### src/hdl/hcbp_pkg.sv
// Shared types and constants for the code bit packer.
// No dependencies.
`timescale 1ns / 1ps

package hcbp_pkg;

   localparam int SYMBOL_BITS      = 8;
   localparam int CODE_BITS        = 16;
   localparam int LEN_BITS         = 5;
   localparam int BYTE_BITS        = 8;
   localparam int TAIL_BITS        = 3;
   localparam int PEND_BITS        = 7;
   localparam int ACC_BITS         = PEND_BITS + CODE_BITS;
   localparam int TOTAL_BITS       = 5;
   localparam int REQ_DATA_W       = 32;
   localparam int REQ_USER_W       = 2;
   localparam int RSP_DATA_W       = 16;
   localparam int FIFO_DEPTH       = 4;
   localparam int PTR_W            = $clog2(FIFO_DEPTH);
   localparam int CNT_W            = PTR_W + 1;
   localparam int DEF_MAX_CODE_LEN = 16;
   localparam int DEF_SYMBOL_COUNT = 256;

   localparam logic [REQ_USER_W-1:0] REQ_LOAD   = 2'd0;
   localparam logic [REQ_USER_W-1:0] REQ_ENCODE = 2'd1;
   localparam logic [REQ_USER_W-1:0] REQ_FLUSH  = 2'd2;

   typedef struct packed {
      logic                 hit;
      logic [CODE_BITS-1:0] code;
      logic [LEN_BITS-1:0]  len;
   } entry_type;

   typedef struct packed {
      logic [BYTE_BITS-1:0] out_byte;
      logic                 byte_valid;
      logic [TAIL_BITS-1:0] tail_bits;
      logic                 last;
   } rsp_item_type;

   typedef struct packed {
      logic [1:0]   count;
      rsp_item_type r0;
      rsp_item_type r1;
   } push_type;

endpackage

### src/hdl/hcbp_out_fifo.sv
// Result queue: takes up to two result items a cycle, hands out one while rsp_ready is high.
// Depends on hcbp_pkg.
`timescale 1ns / 1ps

module hcbp_out_fifo (
   input  logic                   clock,
   input  logic                   reset,
   input  hcbp_pkg::push_type     push,
   input  logic                   rsp_ready,
   output logic                   rsp_valid,
   output hcbp_pkg::rsp_item_type rsp_item,
   output logic                   space
);
   import hcbp_pkg::*;

   rsp_item_type      slot_ff [FIFO_DEPTH];
   logic [PTR_W-1:0]  wr_ptr_ff, rd_ptr_ff;
   logic [CNT_W-1:0]  count_ff;
   logic              pop;

   assign rsp_valid = count_ff != '0;
   assign pop       = rsp_valid && rsp_ready;
   assign rsp_item  = slot_ff[rd_ptr_ff];
   assign space     = count_ff <= CNT_W'(FIFO_DEPTH - 2);

   always_ff @(posedge clock) begin
      if (push.count != 2'd0) begin
         slot_ff[wr_ptr_ff] <= push.r0;
      end
      if (push.count == 2'd2) begin
         slot_ff[wr_ptr_ff + PTR_W'(1)] <= push.r1;
      end
   end

   always_ff @(posedge clock) begin
      if (reset) begin
         wr_ptr_ff <= '0;
         rd_ptr_ff <= '0;
         count_ff  <= '0;
      end else begin
         wr_ptr_ff <= wr_ptr_ff + PTR_W'(push.count);
         rd_ptr_ff <= rd_ptr_ff + PTR_W'(pop);
         count_ff  <= count_ff + CNT_W'(push.count) - CNT_W'(pop);
      end
   end

endmodule

### config.mk
export PLATFORM = sky130hd
export DESIGN_NAME = hcbp_out_fifo
export DESIGN_NICKNAME = d
export VERILOG_FILES = /design/src/hdl/hcbp_pkg.sv /design/src/hdl/hcbp_out_fifo.sv
export SDC_FILE = /design/constraint.sdc
export NUM_CORES = 1
export LEC_CHECK = 0
export ABC_AREA = 1
export BUFFER_PORTS_ARGS = -buffer_cell sky130_fd_sc_hd__buf_2
export CAP_MARGIN = 15
export CORE_UTILIZATION = 58
export CTS_BUF_LIST = sky130_fd_sc_hd__clkbuf_4 sky130_fd_sc_hd__clkbuf_8
export CTS_CLUSTER_DIAMETER = 200
export DETAILED_ROUTE_END_ITERATION = 10
export GPL_ROUTABILITY_DRIVEN = 0
export HOLD_SLACK_MARGIN = 0.1
export PLACE_DENSITY = 0.81
export SLEW_MARGIN = 40
export SYNTH_ARGS = -nofsm -noshare
export SYNTH_HDL_FRONTEND = slang
export SYNTH_SLANG_ARGS = --single-unit
### constraint.sdc
create_clock -name clock -period 5.8 [get_ports clock]
set_input_delay 1.45 -clock clock [delete_from_list [all_inputs] [get_ports clock]]
set_output_delay 1.45 -clock clock [all_outputs]
set_load 0.05 [all_outputs]
==> impl_metrics.toml, run 1 <==
[outcome]
status = "finished, final reports clean"

[critical_path]
reg2reg_to = "count_ff[2]"
critPathMaxFanout = 29
crit_chain = "inv_1, o21ai_0, o22ai_1, buf_2"
cp_num_buf_inv = 2
cp.arrival_ps = 2130
crit_path_start_kind = "flop"
r2r_cells = 10
cp_slowest_cell = "dfxtp_2"
critPathRequiredTime_ps = 4350
cp.depth = 4
worstReg2RegStart = "count_ff[2]"
ff2ff_setup_slack_ps = 4000
worstSetupPathType = "reg -> out"
cpPeakStageDelay_ps = 640
cp_top_family = "buffers and inverters"
cp-end-kind = "output pin"

[layout]
drive_gt1_frac = 0.375
nets = 388
diodes = 0
area_delta_synth_final_pct = 12.8

[timing]
fin_skew_ps = 6.89
slew-limit-headroom = 0.473
slew_violations = 0
rsz0062_at_grt = "no"
hold_viol = 0
final_min_period_over_clock_period = 0.617
setup_ws_ps = 2220
clock.fmax_mhz = 280
fin_crit_ps = 3580
setup_viol = 0
tightest_slew_ps = 790
tns_ps = 0

[clock_tree]
clk_pin_slew_ps = 60
root_buffer = "clkbuf_8"
post_cts_buffers = 0
cts_buffers = 9
clk_latency_ps = 340
postCtsHoldBufs = 0
cts-htree-levels = 3
postCtsResizedCells = 0
clock_path_buffers = 2
clock-sinks = 59
cts_tree = "done"

[die]
ios = 46
die_area_mm2 = 0.00584
core-area_mm2 = 0.00520
chipWidth_um = 76.4
die_h_um = 76.4
rows = 26
initial_core_util = 0.617

[route]
vias = 2408
drc = 0
drtIter0Drc = 169
routed_via_density = 5.64
drt-total-wl_um = 6690
drt_pre_antenna_iters = 4
wire_per_inst_um = 15.7
ant_nets = 0

[synthesis]
syn_nets = 343
synth_top_area_share = 0.486
async_flop_share = 0
synth-edff-count = 52
synth_top_area_cell = "edfxtp_1"
synth_seq_area_share = 0.530
synth_most_common_cell = "edfxtp_1"
ys_top_cells_by_count = "52 x edfxtp_1, 49 x nand2_1, 49 x o21ai_2"
synthFlopType = "edfxtp_1"
synth_cells = 308
yosysWarnings = 0
syn_area_mm2 = 0.00321
syn_area_per_cell_um2 = 10.4
synthTopCellsByArea = "edfxtp_1 49%, o21ai_2 13%, nand2_1 5.7%"
synth_seq_cells = 59
synthDistinctLibCells = 25

[global_route]
grt_antenna_before_repair = 0
grt_max_degree = 30
grt_pass1_vias = 2367
grt_usage = 0.243
grt_pass1_wl_um = 10700
overflow = 0

[place]
portBuffers = 45
place_hpwl_um = 4100
dp_slack_ps = 2130

[worst_hold_path]
min_from = "count_ff[2]"
min_to = "count_ff[2]"
whs_path_depth = 3
worstHoldPathType = "reg -> reg"

[power]
power.density_mw_per_mm2 = 385
ir_drop_v = 0.000218
p_leak_nw = 1.50

[flow_run]
cap_violations = 0
state kept, by name (all words and copies together), names as in the netlist:
name       cells
count_ff       3
rd_ptr_ff      2
slot_ff       52
wr_ptr_ff      2
routing by layer:
metal / up-vias / share of wire / global-route usage
li1: 1169 / - / -
met1: 1136 / 0.42 / 0.286
met2: 87 / 0.50 / 0.415
met3: 16 / 0.059 / 0.0599
met4: 0 / 0.020 / 0.115
met5: - / 0 / 0
tightest hold or removal path, stage by stage, from the launching register on:
cell,delay [ps]
dfxtp_1,360
xnor2_1,140
nand2_1,50
a21oi_1,50
cells in the final DEF (no fill, tap or decap), types with 9 or more instances in the layout:
| cell type | instances |
|---|---|
| edfxtp_1 | 52 |
| nand2_2 | 12 |
| nor2_1 | 35 |
| o21ai_0 | 26 |
| o22ai_1 | 13 |
| o21ai_2 | 49 |
| clkbuf_8 | 9 |
| buf_2 | 45 |
| inv_1 | 22 |
| nand2_1 | 49 |
final cells by class:
| class | count | area, um^2 |
|---|---|---|
| inverters | 25 | 93.8 |
| repair buffers | 49 | 255 |
| clock buffers | 10 | 131 |
| multi-input cells | 209 | 1310 |
| flip-flops and latches | 59 | 1700 |
| well taps | 70 | 87.6 |
| clock inverters | 5 | 45.0 |
| fillers | 406 | 1580 |
cell families (layout without fill, tap and decap cells):
logic type / after synthesis / count (layout) / share of synthesized area
xor gates and xnor gates: 4 / 4 / 0.0109
and+or+nand+nor: 103 / 103 / 0.153
buffers and inverters: 40 / 89 / 0.0698
AOI/OAI and AO/OA: 98 / 98 / 0.218
DFF: 59 / 59 / 0.530
adders and majority gates: 4 / 4 / 0.0179
metrics by stage:
| step | power, mW | util | cell area, um^2 | cells | hold slack, ps |
|---|---|---|---|---|---|
| finish | 1.39 | 0.696 | 3620 | 427 | 650 |
| global route | 1.46 | 0.696 | 3620 | 427 | 727 |
| CTS | 1.40 | 0.695 | 3620 | 427 | 653 |
| detailed placement | 1.05 | 0.662 | 3440 | 412 | 639 |
| global placement | 1.04 | 0.662 | 3440 | 412 | 620 |
| floorplan | 0.934 | - | 3210 | 308 | 545 |
report_power, final:
part,internal [mW],switching [mW],leakage [nW]
Sequential,0.520,0.0427,0.547
Clock,0.195,0.155,0.0897
Combinational,0.128,0.352,0.861
how the worst max path moves through the flow:
stage	startpoint	end	slack (ps)
finish	rd_ptr_ff[0]	rsp_item[4]	2220
global route	rd_ptr_ff[0]	rsp_item[4]	1970
CTS	rd_ptr_ff[0]	rsp_item[4]	1760
detailed placement	rd_ptr_ff[0]	rsp_item[4]	2130
global placement	rd_ptr_ff[0]	rsp_item[3]	2230
floorplan	rd_ptr_ff[0]	rsp_item[10]	2750
(Power assumes the default switching activity.)
==> run 2, diff against run 1 <==
--- a/config.mk
+++ b/config.mk
@@ -5,7 +5,7 @@
 export SDC_FILE = /design/constraint.sdc
 export NUM_CORES = 1
 export LEC_CHECK = 0
-export ABC_AREA = 1
+export ABC_AREA = 0
 export BUFFER_PORTS_ARGS = -buffer_cell sky130_fd_sc_hd__buf_2
 export CAP_MARGIN = 15
 export CORE_UTILIZATION = 58
==> constraint.sdc (replaced) <==
create_clock -name clock -period 3.46 [get_ports clock]
set_input_delay 0.865 -clock clock [delete_from_list [all_inputs] [get_ports clock]]
set_output_delay 0.865 -clock clock [all_outputs]
set_load 0.05 [all_outputs]
==> impl_metrics.toml, run 2 <==
[outcome]
status = "finished, final reports clean"

[route]
wl_met2_um = 2960
wl_met1_um = 2280
wl_met3_um = 246
drt_pre_antenna_iters = 4
drtIter0Drc = 78
drc = 0
wire_per_inst_um = 18.8
highest_layer = "met4"
routed_via_density = 5.73
ant_nets = 0
vias = 1696
drt-total-wl_um = 5570

[timing]
hold_viol = 0
slew-limit-headroom = 0.500
setup_viol = 0
clock.fmax_mhz = 357
fin_crit_ps = 2800
slew_violations = 0
rsz0062_at_grt = "no"
tightest_slew_ps = 748
final_min_period_over_clock_period = 0.809
fin_skew_ps = 8.53
tns_ps = 0
hold_ws_ps = 730

[critical_path]
cp-end-kind = "output pin"
cp_top_family = "flip-flops"
cp.arrival_ps = 1930
critPathRequiredTime_ps = 2590
crit_chain = "buf_12, mux4_2, buf_2"
worstSetupPathType = "reg -> out"
crit_path_start_kind = "flop"
cp_num_buf_inv = 2
cpPeakStageDelay_ps = 660
critPathMaxFanout = 9
cp_slowest_cell = "dfxtp_1"

[layout]
final_cells = 296
reg.largest.list = "slot_ff (52), count_ff (3)"
final_area_mm2 = 0.00347
register_area_mm2 = 0.00170
most-common-layout-cells = "52 x edfxtp_1, 45 x mux2_2, 45 x buf_2, 13 x mux4_2"
final_common_cell = "edfxtp_1"
final_core_util = 0.717
top_register = "slot_ff"
multi_input_area_mm2 = 0.00122
fill_cells = 341
diodes = 0
nets = 259
drive_gt1_frac = 0.568
largest_reg_flops = 52
area_delta_synth_final_pct = 15.9

[worst_hold_path]
worstHoldPathType = "reg -> reg"

[synthesis]
yosysWarnings = 0
ys_top_cells_by_count = "52 x edfxtp_1, 45 x mux2_2, 13 x mux4_2"
syn_nets = 207
syn_area_mm2 = 0.00300
synth_top_area_cell = "edfxtp_1"
synth_top_area_share = 0.521
synth_cells = 172
synthTopCellsByArea = "edfxtp_1 52%, mux2_2 17%, mux4_2 9.8%"
synth_seq_cells = 59
syn_area_per_cell_um2 = 17.4
synthDistinctLibCells = 27
synth-edff-count = 52
synth_seq_area_share = 0.567
synth_most_common_cell = "edfxtp_1"
async_flop_share = 0
synthFlopType = "edfxtp_1"

[clock_tree]
post_cts_buffers = 0
clk_pin_slew_ps = 60
cts_tree = "done"
postCtsHoldBufs = 0
clock_path_buffers = 2
cts-htree-levels = 3
clock-sinks = 59
clk_latency_ps = 330
root_buffer = "clkbuf_8"
postCtsResizedCells = 0
cts_buffers = 9

[power]
p_leak_nw = 1.30
ir_drop_v = 0.000327
power.density_mw_per_mm2 = 623

[place]
place_hpwl_um = 4020
place_inst = 280
detailed_place.area_mm2 = 0.00331
portBuffers = 45

[die]
rows = 25
initial_core_util = 0.619
ios = 46
die_h_um = 73.9
core-area_mm2 = 0.00485
chipWidth_um = 73.9
die_area_mm2 = 0.00546

[global_route]
grt_pass1_vias = 1770
grt_usage = 0.238
grt_pass1_wl_um = 8920
grt_max_degree = 16
grt_antenna_before_repair = 0
overflow = 0

[flow_run]
cap_violations = 0
[run 2: cell count changes in the layout (fill, tap and decap cells not counted), moves of 4 or more]
cell,delta
mux4_2,+13
inv_1,-19
nand3_4,-4
mux2_2,+45
o22ai_1,-13
o21ai_2,-49
mux2_1,+9
o21ai_0,-26
nor2_1,-27
nand2_2,-12
nand2_1,-49
nor2b_1,+5
[run 2: per-stage QoR]
step	worst slack, ps	power [mW]
after floorplan	959	1.49
after global placement	878	1.64
after detailed placement	848	1.66
after CTS	608	2.18
after global routing	536	2.26
final	661	2.16
[run 2: cell families (layout without fill, tap and decap cells)]
kind of cell | count (synthesis) | in the layout | synth area share
buffers and inverters | 14 | 71 | 0.0313
DFF | 59 | 59 | 0.567
muxes | 69 | 69 | 0.307
AOI/OAI and AO/OA | 6 | 6 | 0.0154
and+or+nand+nor | 18 | 18 | 0.0442
xor gates and xnor gates | 2 | 2 | 0.0154
adders and majority gates | 4 | 4 | 0.0192
[run 2: per-layer routing]
metal,vias to the layer above,track usage
met5,-,0
met4,0,0.103
met3,14,0.0658
met2,52,0.394
met1,844,0.293
li1,786,-
[run 2: area by class of cell]
cell class | instances | share of cell area
clock buffer | 12 | 0.0421
clock inverter | 4 | 0.00504
inverter | 3 | 0.00324
multi-input combinational | 99 | 0.352
sequential | 59 | 0.490
tap | 67 | 0.0241
timing repair buffer | 52 | 0.0835
[run 2: final timing paths]
| check | startpoint | end | slack (ps) | cells after the start |
|---|---|---|---|---|
| worst max-delay path | rd_ptr_ff[0] | rsp_item[5] | 660 | 3 |
| worst min-delay path | count_ff[2] | count_ff[2] | 730 | 2 |
| worst max register to register | wr_ptr_ff[0] | slot_ff[2][2] | 1480 | 2 |
| worst min register to register | count_ff[2] | count_ff[2] | 730 | 2 |
[run 2: worst register-to-register path, delay by kind of cell, from the launching register on]
family | cells | cell delay (ps)
flip-flops | 1 | 520
AND/OR/NAND/NOR | 1 | 550
AO/OA/AOI/OAI | 1 | 540
[run 2: power breakdown]
| part | leakage (nW) | internal [mW] | switching [mW] | total, mW |
|---|---|---|---|---|
| Clock | 0.0895 | 0.276 | 0.246 | 0.522 |
| Sequential | 0.546 | 0.876 | 0.0705 | 0.947 |
| Combinational | 0.661 | 0.279 | 0.415 | 0.695 |
| Total | 1.30 | 1.43 | 0.731 | 2.16 |
