==> config.mk <==
export PLATFORM = sky130hd
export DESIGN_NAME = hcbp_pack
export DESIGN_NICKNAME = d
export VERILOG_FILES = /design/src/hdl/hcbp_pkg.sv /design/src/hdl/hcbp_pack.sv
export SDC_FILE = /design/constraint.sdc
export NUM_CORES = 1
export LEC_CHECK = 0
export BUFFER_PORTS_ARGS = -buffer_cell sky130_fd_sc_hd__buf_2
export CAP_MARGIN = 20
export CORE_MARGIN = 2
export CORE_UTILIZATION = 60
export CTS_BUF_LIST = sky130_fd_sc_hd__clkbuf_4
export CTS_CLUSTER_SIZE = 16
export DETAILED_ROUTE_END_ITERATION = 10
export PLACE_DENSITY = 0.94
export SYNTH_ARGS = -nofsm -noshare
export SYNTH_HDL_FRONTEND = slang
export SYNTH_SLANG_ARGS = --single-unit
==> constraint.sdc <==
create_clock -name clock -period 4 [get_ports clock]
set_clock_uncertainty 0.1 [all_clocks]
set_input_delay 0.2 -clock clock [delete_from_list [all_inputs] [get_ports clock]]
set_output_delay 0.2 -clock clock [all_outputs]
set_load 0.03 [all_outputs]
==> src/hdl/hcbp_pkg.sv <==
// Shared types and constants for the code bit packer.
// No dependencies.
`timescale 1ns / 1ps

package hcbp_pkg;

   localparam int SYMBOL_BITS      = 8;
   localparam int CODE_BITS        = 16;
   localparam int LEN_BITS         = 5;
   localparam int BYTE_BITS        = 8;
   localparam int TAIL_BITS        = 3;
   localparam int PEND_BITS        = 7;
   localparam int ACC_BITS         = PEND_BITS + CODE_BITS;
   localparam int TOTAL_BITS       = 5;
   localparam int REQ_DATA_W       = 32;
   localparam int REQ_USER_W       = 2;
   localparam int RSP_DATA_W       = 16;
   localparam int FIFO_DEPTH       = 4;
   localparam int PTR_W            = $clog2(FIFO_DEPTH);
   localparam int CNT_W            = PTR_W + 1;
   localparam int DEF_MAX_CODE_LEN = 16;
   localparam int DEF_SYMBOL_COUNT = 256;

   localparam logic [REQ_USER_W-1:0] REQ_LOAD   = 2'd0;
   localparam logic [REQ_USER_W-1:0] REQ_ENCODE = 2'd1;
   localparam logic [REQ_USER_W-1:0] REQ_FLUSH  = 2'd2;

   typedef struct packed {
      logic                 hit;
      logic [CODE_BITS-1:0] code;
      logic [LEN_BITS-1:0]  len;
   } entry_type;

   typedef struct packed {
      logic [BYTE_BITS-1:0] out_byte;
      logic                 byte_valid;
      logic [TAIL_BITS-1:0] tail_bits;
      logic                 last;
   } rsp_item_type;

   typedef struct packed {
      logic [1:0]   count;
      rsp_item_type r0;
      rsp_item_type r1;
   } push_type;

endpackage

==> src/hdl/hcbp_pack.sv <==
// Packing stage: holds the bit buffer, appends codes and cuts out bytes.
// Depends on hcbp_pkg.
`timescale 1ns / 1ps

module hcbp_pack (
   input  logic                clock,
   input  logic                reset,
   input  logic                take,
   input  logic                take_flush,
   input  hcbp_pkg::entry_type entry,
   input  logic                space,
   output logic                take_ready,
   output hcbp_pkg::push_type  push
);
   import hcbp_pkg::*;

   logic                  s1_valid_ff;
   logic                  s1_flush_ff;
   logic [PEND_BITS-1:0]  pbits_ff, pbits_in;
   logic [TAIL_BITS-1:0]  pcount_ff, pcount_in;

   logic                  fire;
   logic                  active;
   logic [TOTAL_BITS-1:0] total;
   logic [ACC_BITS-1:0]   acc;
   logic [BYTE_BITS-1:0]  byte0, byte1;
   logic [BYTE_BITS-1:0]  pmask;
   logic [3:0]            flush_sh;

   assign fire       = s1_valid_ff && space;
   assign take_ready = !s1_valid_ff || fire;

   always_ff @(posedge clock) begin
      if (reset) begin
         s1_valid_ff <= 1'b0;
         pbits_ff    <= '0;
         pcount_ff   <= '0;
      end else begin
         if (take_ready) begin
            s1_valid_ff <= take;
         end
         if (fire) begin
            pbits_ff  <= pbits_in;
            pcount_ff <= pcount_in;
         end
      end
   end

   always_ff @(posedge clock) begin
      if (take_ready) begin
         s1_flush_ff <= take_flush;
      end
   end

   assign active   = entry.hit && (entry.len != '0);
   assign total    = TOTAL_BITS'(pcount_ff) + TOTAL_BITS'(entry.len);
   assign acc      = (ACC_BITS'(pbits_ff) << entry.len) | ACC_BITS'(entry.code);
   assign byte0    = BYTE_BITS'(acc >> (total - TOTAL_BITS'(BYTE_BITS)));
   assign byte1    = BYTE_BITS'(acc >> (total - TOTAL_BITS'(2 * BYTE_BITS)));
   assign pmask    = (BYTE_BITS'(1) << total[TAIL_BITS-1:0]) - BYTE_BITS'(1);
   assign flush_sh = 4'(BYTE_BITS) - {1'b0, pcount_ff};

   always_comb begin
      push      = '0;
      pbits_in  = pbits_ff;
      pcount_in = pcount_ff;
      if (s1_flush_ff) begin
         push.count   = 2'd1;
         push.r0.last = 1'b1;
         if (pcount_ff != '0) begin
            push.r0.out_byte   = BYTE_BITS'(BYTE_BITS'(pbits_ff) << flush_sh);
            push.r0.byte_valid = 1'b1;
            push.r0.tail_bits  = pcount_ff;
         end
         pbits_in  = '0;
         pcount_in = '0;
      end else if (active) begin
         pcount_in = total[TAIL_BITS-1:0];
         pbits_in  = acc[PEND_BITS-1:0] & pmask[PEND_BITS-1:0];
         if (total >= TOTAL_BITS'(2 * BYTE_BITS)) begin
            push.count         = 2'd2;
            push.r0.out_byte   = byte0;
            push.r0.byte_valid = 1'b1;
            push.r1.out_byte   = byte1;
            push.r1.byte_valid = 1'b1;
            push.r1.last       = 1'b1;
         end else if (total >= TOTAL_BITS'(BYTE_BITS)) begin
            push.count         = 2'd1;
            push.r0.out_byte   = byte0;
            push.r0.byte_valid = 1'b1;
            push.r0.last       = 1'b1;
         end
      end
      if (!fire) begin
         push.count = 2'd0;
      end
   end

endmodule

==> results.toml, run 1 <==
[global_routing]
grtUsageTotal = 0.402
grt_overflow = 0
grt_pass1_vias = 3756
grt_max_degree = 37
grt_pass1_wl_um = 19700
antenna_found_initial = 0

[clock_network]
clockRootBuffer = "clkbuf_4"
tritoncts = "built"
clk_path_buf_depth = 2
htree_levels = 1
clk_latency_ns = 0.29
cts_made_buffers = 3
cts_sinks = 12
post-cts-setup-buffers = 0
cts.reportedPaths.clkPinSlew_ns = 0.08

[drt]
firstDrtPassIters = 6
via_per_inst = 7.39
routed_wl_um = 12600
drc_errors = 0
drt_iter0_markers = 707
wl_per_cell_um = 22.3
routed-via-count = 4161
drtAntennaViolNets = 0

[yosys]
ys_types = 91
synth.top_cell.area_share = 0.0650
netlist_instances = 462
yosys_register_bits = 12
syn_avg_cell_area_um2 = 7.34
synth.area.top_cells = "dfxtp_1 (6.5%), nand2_1 (5.4%), mux4_2 (5.3%), o211ai_1 (4.9%), a21oi_1 (4.4%)"
syn_area_um2 = 3390
ys.flop_type = "dfxtp_1"
synth-async-reset-ratio = 0
yosysTopAreaCell = "dfxtp_1"
ys_warn_count = 0
ys_seq_area_frac = 0.0738
synth_edf_count = 1

[placement]
dp_hpwl_um = 9580
gp_congestion = 0.994
port_buffers = 52

[die]
coreArea_um2 = 5470
start_util = 0.619
die_h_um = 79.2
rows = 27
die_w_um = 79.2
die_area_um2 = 6270
ioPinCount = 56

[layout]
final_common_cell = "buf_2"
fillers = 500
area_growth_pct = 7.79
drive_gt1_frac = 0.232
n_antenna_cell = 0
final_cell_mix = "buf_2 (52), nand2_1 (49), nor2_1 (38)"
fin_nets = 528

[pwr]
ir_drop_mv = 0.193
p_leak_uw = 0.00143
power_density_nw_per_um2 = 158
p_total_uw = 579

[worst_hold_path]
min-delay-start = "take"
min_to = "s1_valid_ff$_SDFFE_PP0P_"
holdPathStages = 3
hold_path_class = "in2reg"

[critical_path]
cp_top_family = "compound AO/OA/AOI/OAI gates"
critPathKind = "reg2out"
r2r_end = "pbits_ff[4]$_SDFFE_PP0P_"
critical_path_arrival_ns = 3.47
worstPathRequired_ns = 3.70
r2r-start = "pcount_ff[0]$_SDFFE_PP0P_"
r2r_setup_slack_ns = 0.92
path_cells = "ha_1, fa_1, a21oi_1, o21ai_0, and2_1, ha_1, inv_1, a31oi_1, a311oi_2, nand3_1, o311a_1, a31oi_1, buf_2"
cp-end-kind = "primary output"
startpoint_type = "flip-flop"
worstRegToRegCells = 12
cp_max_fo = 5
cp_num_buf_inv = 2
max_stage_delay_ns = 0.49
cp_slowest_cell = "fa_1"

[status]
outcome = "complete, no violations"

[sta]
worst_pin_slew_ns = 0.925
period_needed_ns = 3.77
slew_headroom = 0.378
fmax_ghz = 0.265
setup_viol = 0
fin_crit_sh = 0.943
slew_viol_final = 0
fin_setup_tns_ns = 0
rsz0062_at_grt = "false"
hold_viol = 0

[job]
max_cap_violations = 0
-- registers in the layout, indices dropped and copies added, names as in the netlist --
signal       count
pbits_ff         7
s1_valid_ff      1
pcount_ff        3
s1_flush_ff      1
-- Yosys cell counts (5+ instances only) --
cell type,instances
nor3_1,6
nand2_1,49
dfxtp_1,11
mux4_2,8
o21ai_0,20
and3_1,5
nand2b_1,7
nand3_1,23
buf_2,6
mux2_2,9
a22oi_1,15
and2_1,5
ha_1,8
a21oi_1,30
nor2_1,38
a32oi_1,8
nand4_1,7
o211ai_1,22
mux2i_1,10
buf_4,10
a31oi_1,15
clkbuf_1,17
inv_1,15
nor2b_1,6
-- layout make-up --
type | instances | area, um^2 | area share
Tap cell | 72 | 90.1 | 0.0247
Inverter | 18 | 67.6 | 0.0185
Sequential cell | 12 | 250 | 0.0685
Timing Repair Buffer | 64 | 353 | 0.0966
Clock buffer | 4 | 30.0 | 0.00822
Multi-Input combinational cell | 393 | 2860 | 0.784
-- timing repair --
action                                  4_1_cts  5_1_grt
gates resized for setup                       0        1
hold buffers                                  1        0
endpoints found under the hold margin         1        0
endpoints found under the setup margin        0        3
-- layer usage --
| layer | track usage | vias to the layer above | routed length [um] |
|---|---|---|---|
| met5 | 0 | - | 0 |
| met3 | 0.0750 | 34 | 1390 |
| met4 | 0.112 | 0 | 282 |
| li1 | - | 1868 | - |
| met2 | 0.656 | 302 | 5820 |
| met1 | 0.544 | 1957 | 5060 |
-- where the power goes --
group	leakage [uW]	internal (uW)	switching, uW
registers	0.0000994	124	4.09
clock network	0.0000184	45.7	45.5
logic	0.00131	120	240
-- worst max-delay path by stage --
| stage | startpoint | endpoint | slack (ns) | cells after the start |
|---|---|---|---|---|
| after floorplan | pcount_ff[0]$_SDFFE_PP0P_ | push[23] | 0.29 | 13 |
| after global placement | entry[0] | push[23] | 0.60 | 14 |
| after detailed placement | entry[0] | push[23] | 0.50 | 14 |
| after CTS | pcount_ff[0]$_SDFFE_PP0P_ | push[23] | 0.22 | 13 |
| after global routing | pcount_ff[0]$_SDFFE_PP0P_ | push[18] | 0.0008 | 12 |
| final | pcount_ff[0]$_SDFFE_PP0P_ | push[23] | 0.23 | 13 |
-- metrics by stage --
| step | std cells | area (um^2) | hold WS, ns | util | setup WS (ns) |
|---|---|---|---|---|---|
| 2_1_floorplan | 464 | 3400 | 0.169 | - | 0.288 |
| 3_3_place_gp | 558 | 3610 | 0.278 | 0.659 | 0.604 |
| 3_5_place_dp | 558 | 3610 | 0.279 | 0.659 | 0.498 |
| 4_1_cts | 563 | 3650 | 0.0567 | 0.666 | 0.219 |
| 5_1_grt | 563 | 3650 | 0.0863 | 0.668 | 0.000800 |
| 6_report | 563 | 3650 | 0.0576 | 0.668 | 0.226 |
-- worst register-to-register path, stage by stage (launching register included) --
cell and delay, ns:
dfxtp_1 0.31, ha_1 0.21, fa_1 0.49, xnor2_2 0.22
buf_4 0.36, nand2_1 0.21, ha_1 0.30, nor3_1 0.17
a21oi_1 0.06, o22ai_1 0.17, nand2_1 0.08, a2bb2oi_1 0.18
nor2_1 0.15
-- kinds of logic (layout without fill, tap and decap cells) --
family	Yosys count	count (layout)	share of synthesized area
adders and majority gates	9	9	0.0354
xor gates and xnor gates	5	5	0.0151
and+or+nand+nor	172	172	0.279
DFF	12	12	0.0738
buffers and inverters	59	86	0.0879
AOI/OAI and AO/OA	175	175	0.386
other	1	3	0.00111
muxes	29	29	0.121
Note: power is estimated with default switching activity, not from simulation.
==> run 2, diff against run 1 <==
--- a/config.mk
+++ b/config.mk
@@ -10,3 +10,3 @@
 export CORE_MARGIN = 2
-export CORE_UTILIZATION = 60
+export CORE_UTILIZATION = 64
 export CTS_BUF_LIST = sky130_fd_sc_hd__clkbuf_4
@@ -14,3 +14,3 @@
 export DETAILED_ROUTE_END_ITERATION = 10
-export PLACE_DENSITY = 0.94
+export PLACE_DENSITY = 0.95
 export SYNTH_ARGS = -nofsm -noshare
==> constraint.sdc (replaced) <==
create_clock -name clock -period 4.6 [get_ports clock]
set_clock_uncertainty 0.1 [all_clocks]
set_input_delay 0.23 -clock clock [delete_from_list [all_inputs] [get_ports clock]]
set_output_delay 0.23 -clock clock [all_outputs]
set_load 0.01 [all_outputs]
==> run 2 against run 1 <==
Net effect:
- highest routed layer unchanged
- sequential cell count unchanged
- critical path type unchanged
- global-route usage grew 1.2 points
- clock power down 22%
- worst setup slack better by 0.17 ns
- critical path depth did not move
- first-iteration DRC count is 4.0% lower
- via count grew 1.1%
==> results.toml, run 2 (same netlist as run 1, synthesis figures left out) <==
[clock_network]
clk_path_buf_depth = 2
cts_resized = 0
cts_made_buffers = 3
cts_hold_buf = 0
cts.reportedPaths.clkPinSlew_ns = 0.08
post-cts-setup-buffers = 0
clk_latency_ns = 0.29
tritoncts = "built"
htree_levels = 1
cts_sinks = 12
clockRootBuffer = "clkbuf_4"

[placement]
place_area_um2 = 3580
port_buffers = 52
gp_congestion = 0.969
dp_hpwl_um = 9390
dp_slack_ns = 0.689

[critical_path]
critPathKind = "reg2out"
cp-end-kind = "primary output"
startpoint_type = "flip-flop"
worstPathRequired_ns = 4.27
cp_max_fo = 16
critical_path_arrival_ns = 3.88

[pwr]
power_density_nw_per_um2 = 132
ir_drop_mv = 0.162
p_leak_uw = 0.00140
p_total_uw = 477

[sta]
fin_setup_tns_ns = 0
worst_slack_ns = 0.395
period_needed_ns = 4.21
hold_viol = 0
rsz0062_at_grt = "false"
worst_pin_slew_ns = 0.889
setup_viol = 0
fin_crit_sh = 0.914
slew_viol_final = 0
fmax_ghz = 0.238
slew_headroom = 0.403

[global_routing]
use_met1 = 0.573
grt_use_met3 = 0.0788
grt_pass1_vias = 3770
grtUsageTotal = 0.415
busiest_layer = "met2"
grt_pass1_wl_um = 19700
grt_overflow = 0
grt_max_degree = 28
antenna_found_initial = 0
met2_usage = 0.644

[layout]
n_antenna_cell = 0
drive_gt1_frac = 0.224
fillers = 451
final_common_cell = "buf_2"
area_growth_pct = 6.46
final_cell_mix = "buf_2 (52), nand2_1 (49), nor2_1 (38)"
final-seq-area_um2 = 250
fin_nets = 524
largest_reg_flops = 7
reg.largest.list = "pbits_ff (7), pcount_ff (3)"
multi_input_area_um2 = 2860
regMostFlops = "pbits_ff"
post-route-util = 0.707
design_area_um2 = 3610

[die]
die_area_um2 = 5890
die_h_um = 76.8
die_w_um = 76.8
start_util = 0.664
rows = 26
ioPinCount = 56
coreArea_um2 = 5110

[worst_hold_path]
hold_path_class = "in2reg"

[drt]
wl_per_cell_um = 22.1
drtAntennaViolNets = 0
firstDrtPassIters = 7
routed_wl_um = 12300
via_per_inst = 7.55
drt_iter0_markers = 679
drc_errors = 0
routed-via-count = 4206

[status]
outcome = "complete, no violations"

[job]
max_cap_violations = 0
[run 2: report_power, final]
| part | internal, uW | switching, uW |
|---|---|---|
| registers | 107 | 3.99 |
| clock network | 31.6 | 39.8 |
| logic | 103 | 191 |
[run 2: path summary, 6_finish.rpt]
kind | to | cells after the start | from | slack [ns]
hold / removal | s1_flush_ff$_DFFE_PP_ | 1 | take_flush | 0.02
hold reg to reg | pcount_ff[2]$_SDFFE_PP0P_ | 2 | pcount_ff[2]$_SDFFE_PP0P_ | 0.39
setup reg to reg | pbits_ff[4]$_SDFFE_PP0P_ | 12 | pcount_ff[0]$_SDFFE_PP0P_ | 1.10
setup / recovery | push[23] | 13 | pcount_ff[0]$_SDFFE_PP0P_ | 0.39
[run 2: per-layer routing]
metal / routed length [um] / up-vias
met5: 0 / -
met4: 510 / 0
met3: 1590 / 62
met2: 5350 / 342
met1: 4850 / 1945
li1: - / 1857
[run 2: through the flow]
step / std cells / hold WS [ns]
3_3_place_gp: 553 / 0.308
6_report: 557 / 0.0159
3_5_place_dp: 553 / 0.312
5_1_grt: 557 / 0.0149
2_1_floorplan: 464 / 0.199
4_1_cts: 557 / 0.0200
[run 2: area by class of cell]
cell class | count | area share
Timing Repair Buffer | 60 | 0.0888
Tap cell | 70 | 0.0243
Clock inverter | 1 | 0.00104
Multi-Input combinational cell | 393 | 0.792
Clock buffer | 3 | 0.00624
Sequential cell | 12 | 0.0693
Inverter | 18 | 0.0187
[run 2: critical path, cell delays in order, from the launching register on]
cell	delay (ns)
dfxtp_1	0.66
ha_1	0.30
fa_1	0.35
a21oi_1	0.12
or3_1	0.34
and2_1	0.22
ha_1	0.20
inv_1	0.06
a31oi_1	0.06
a311oi_1	0.42
nand3_1	0.18
o311a_1	0.38
a31oi_1	0.14
buf_2	0.15
==> run 3, diff against run 2 <==
PLACE_DENSITY = 0.85   (was 0.95)
==> run 3 against run 2 <==
Net effect:
- non-clock buffer count is 1 lower
- wire length is 2.3% lower
- sequential cell count stayed put
- count of clock-buffer cells in the layout stayed put
- critical path type unchanged
- largest power group unchanged
==> results.toml, run 3 (same netlist as run 1, synthesis figures left out) <==
[drt]
via_per_inst = 7.56
drc_errors = 0
wl_per_cell_um = 21.6
drt_iter0_markers = 748
routed-via-count = 4202
firstDrtPassIters = 6
routed_wl_um = 12000
drtAntennaViolNets = 0

[die]
rows = 26
ioPinCount = 56
die_h_um = 76.8
die_area_um2 = 5890
start_util = 0.664
coreArea_um2 = 5110
die_w_um = 76.8

[critical_path]
cp_max_fo = 16
startpoint_type = "flip-flop"
r2r_setup_slack_ns = 1.34
startpoint = "pcount_ff[0]$_SDFFE_PP0P_"
path_cells = "ha_1, fa_1, a21oi_1, or3_1, and2_1, ha_1, inv_1, a31oi_1, a311oi_1, nand3_1, o311a_1, a31oi_1, buf_2"
critical_path_arrival_ns = 3.83
worstPathRequired_ns = 4.27
r2r-start = "pcount_ff[0]$_SDFFE_PP0P_"
cp_slowest_cell = "dfxtp_1"
worstRegToRegCells = 11
r2r_end = "pbits_ff[4]$_SDFFE_PP0P_"
max_stage_delay_ns = 0.66
critPathKind = "reg2out"
cp_num_buf_inv = 2
cp_top_family = "compound AO/OA/AOI/OAI gates"
crit_cells = 13
crit_end = "push[23]"
cp-end-kind = "primary output"

[sta]
holdWs_ns = 0.0325
fin_setup_tns_ns = 0
setup_viol = 0
worst_pin_slew_ns = 0.968
fmax_ghz = 0.241
period_needed_ns = 4.16
worst_slack_ns = 0.443
hold_viol = 0
slew_viol_final = 0
slew_headroom = 0.350
rsz0062_at_grt = "false"
fin_crit_sh = 0.904

[global_routing]
grt_pass1_wl_um = 19300
antenna_found_initial = 0
grt_overflow = 0
grt_max_degree = 38
grt_pass1_vias = 3685
grtUsageTotal = 0.405

[layout]
final_cell_mix = "buf_2 (52), nand2_1 (49), nor2_1 (38)"
final_common_cell = "buf_2"
reg.largest.list = "pbits_ff (7), pcount_ff (3)"
regMostFlops = "pbits_ff"
largest_reg_flops = 7
fin_nets = 523
n_antenna_cell = 0
fillers = 430
drive_gt1_frac = 0.222
layoutNonFillerInstCount = 556
area_growth_pct = 6.24

[clock_network]
tritoncts = "built"
cts_made_buffers = 3
clk_latency_ns = 0.27
post-cts-setup-buffers = 0
clk_path_buf_depth = 2
cts_resized = 0
cts_hold_buf = 0
cts.reportedPaths.clkPinSlew_ns = 0.07
cts_sinks = 12
htree_levels = 1
clockRootBuffer = "clkbuf_4"

[pwr]
p_leak_uw = 0.00140
power_density_nw_per_um2 = 129
power_switching_uw = 224
p_total_uw = 464
internal-power_uw = 241
ir_drop_mv = 0.185
seqPwrFrac = 0.240
swShare = 0.482
p_clk_frac = 0.138
power_frac_comb = 0.622

[worst_hold_path]
hold_path_class = "in2reg"

[placement]
dp_hpwl_um = 9370
dp_slack_ns = 0.798
gp_congestion = 1.04
port_buffers = 52
place_inst = 552

[status]
outcome = "complete, no violations"

[job]
max_cap_violations = 0
run 3: cell count changes in the layout (fill, tap and decap cells not counted):
| cell | delta |
|---|---|
| buf_4 | -1 |
run 3: how the worst min path moves through the flow:
stage	startpoint	endpoint	slack, ns	depth (start not counted)
6_report	take_flush	s1_flush_ff$_DFFE_PP_	0.03	1
5_1_grt	take_flush	s1_flush_ff$_DFFE_PP_	0.02	1
4_1_cts	take_flush	s1_flush_ff$_DFFE_PP_	0.03	1
3_5_place_dp	take_flush	s1_flush_ff$_DFFE_PP_	0.31	1
3_3_place_gp	take_flush	s1_flush_ff$_DFFE_PP_	0.31	1
2_1_floorplan	reset	s1_valid_ff$_SDFFE_PP0P_	0.20	1
run 3: metrics by stage:
stage | utilization | area [um^2]
after floorplan | - | 3400
after detailed placement | 0.700 | 3570
after global placement | 0.700 | 3570
after CTS | 0.705 | 3600
final | 0.705 | 3600
after global routing | 0.705 | 3600
run 3: layout make-up:
class / instances / area, um^2 / share of cell area
Clock buffer: 3 / 22.5 / 0.00625
Multi-Input combinational cell: 393 / 2860 / 0.793
Tap cell: 70 / 87.6 / 0.0243
Clock inverter: 1 / 3.75 / 0.00104
Sequential cell: 12 / 250 / 0.0695
Timing Repair Buffer: 59 / 313 / 0.0869
Inverter: 18 / 67.6 / 0.0188
run 3: per-layer routing:
metal	global-route usage	vias to the layer above	part of all wire
li1	-	1849	-
met1	0.554	1920	0.38
met2	0.653	379	0.45
met3	0.0635	54	0.13
met4	0.125	0	0.040
met5	0	-	0
run 3: power groups by stage:
stage               clock network, uW  registers (uW)  logic [uW]
floorplan                           0             111         210
global placement                    0             113         275
detailed placement                  0             114         278
CTS                              65.4             111         279
global route                     71.4             112         310
finish                           63.9             111         289
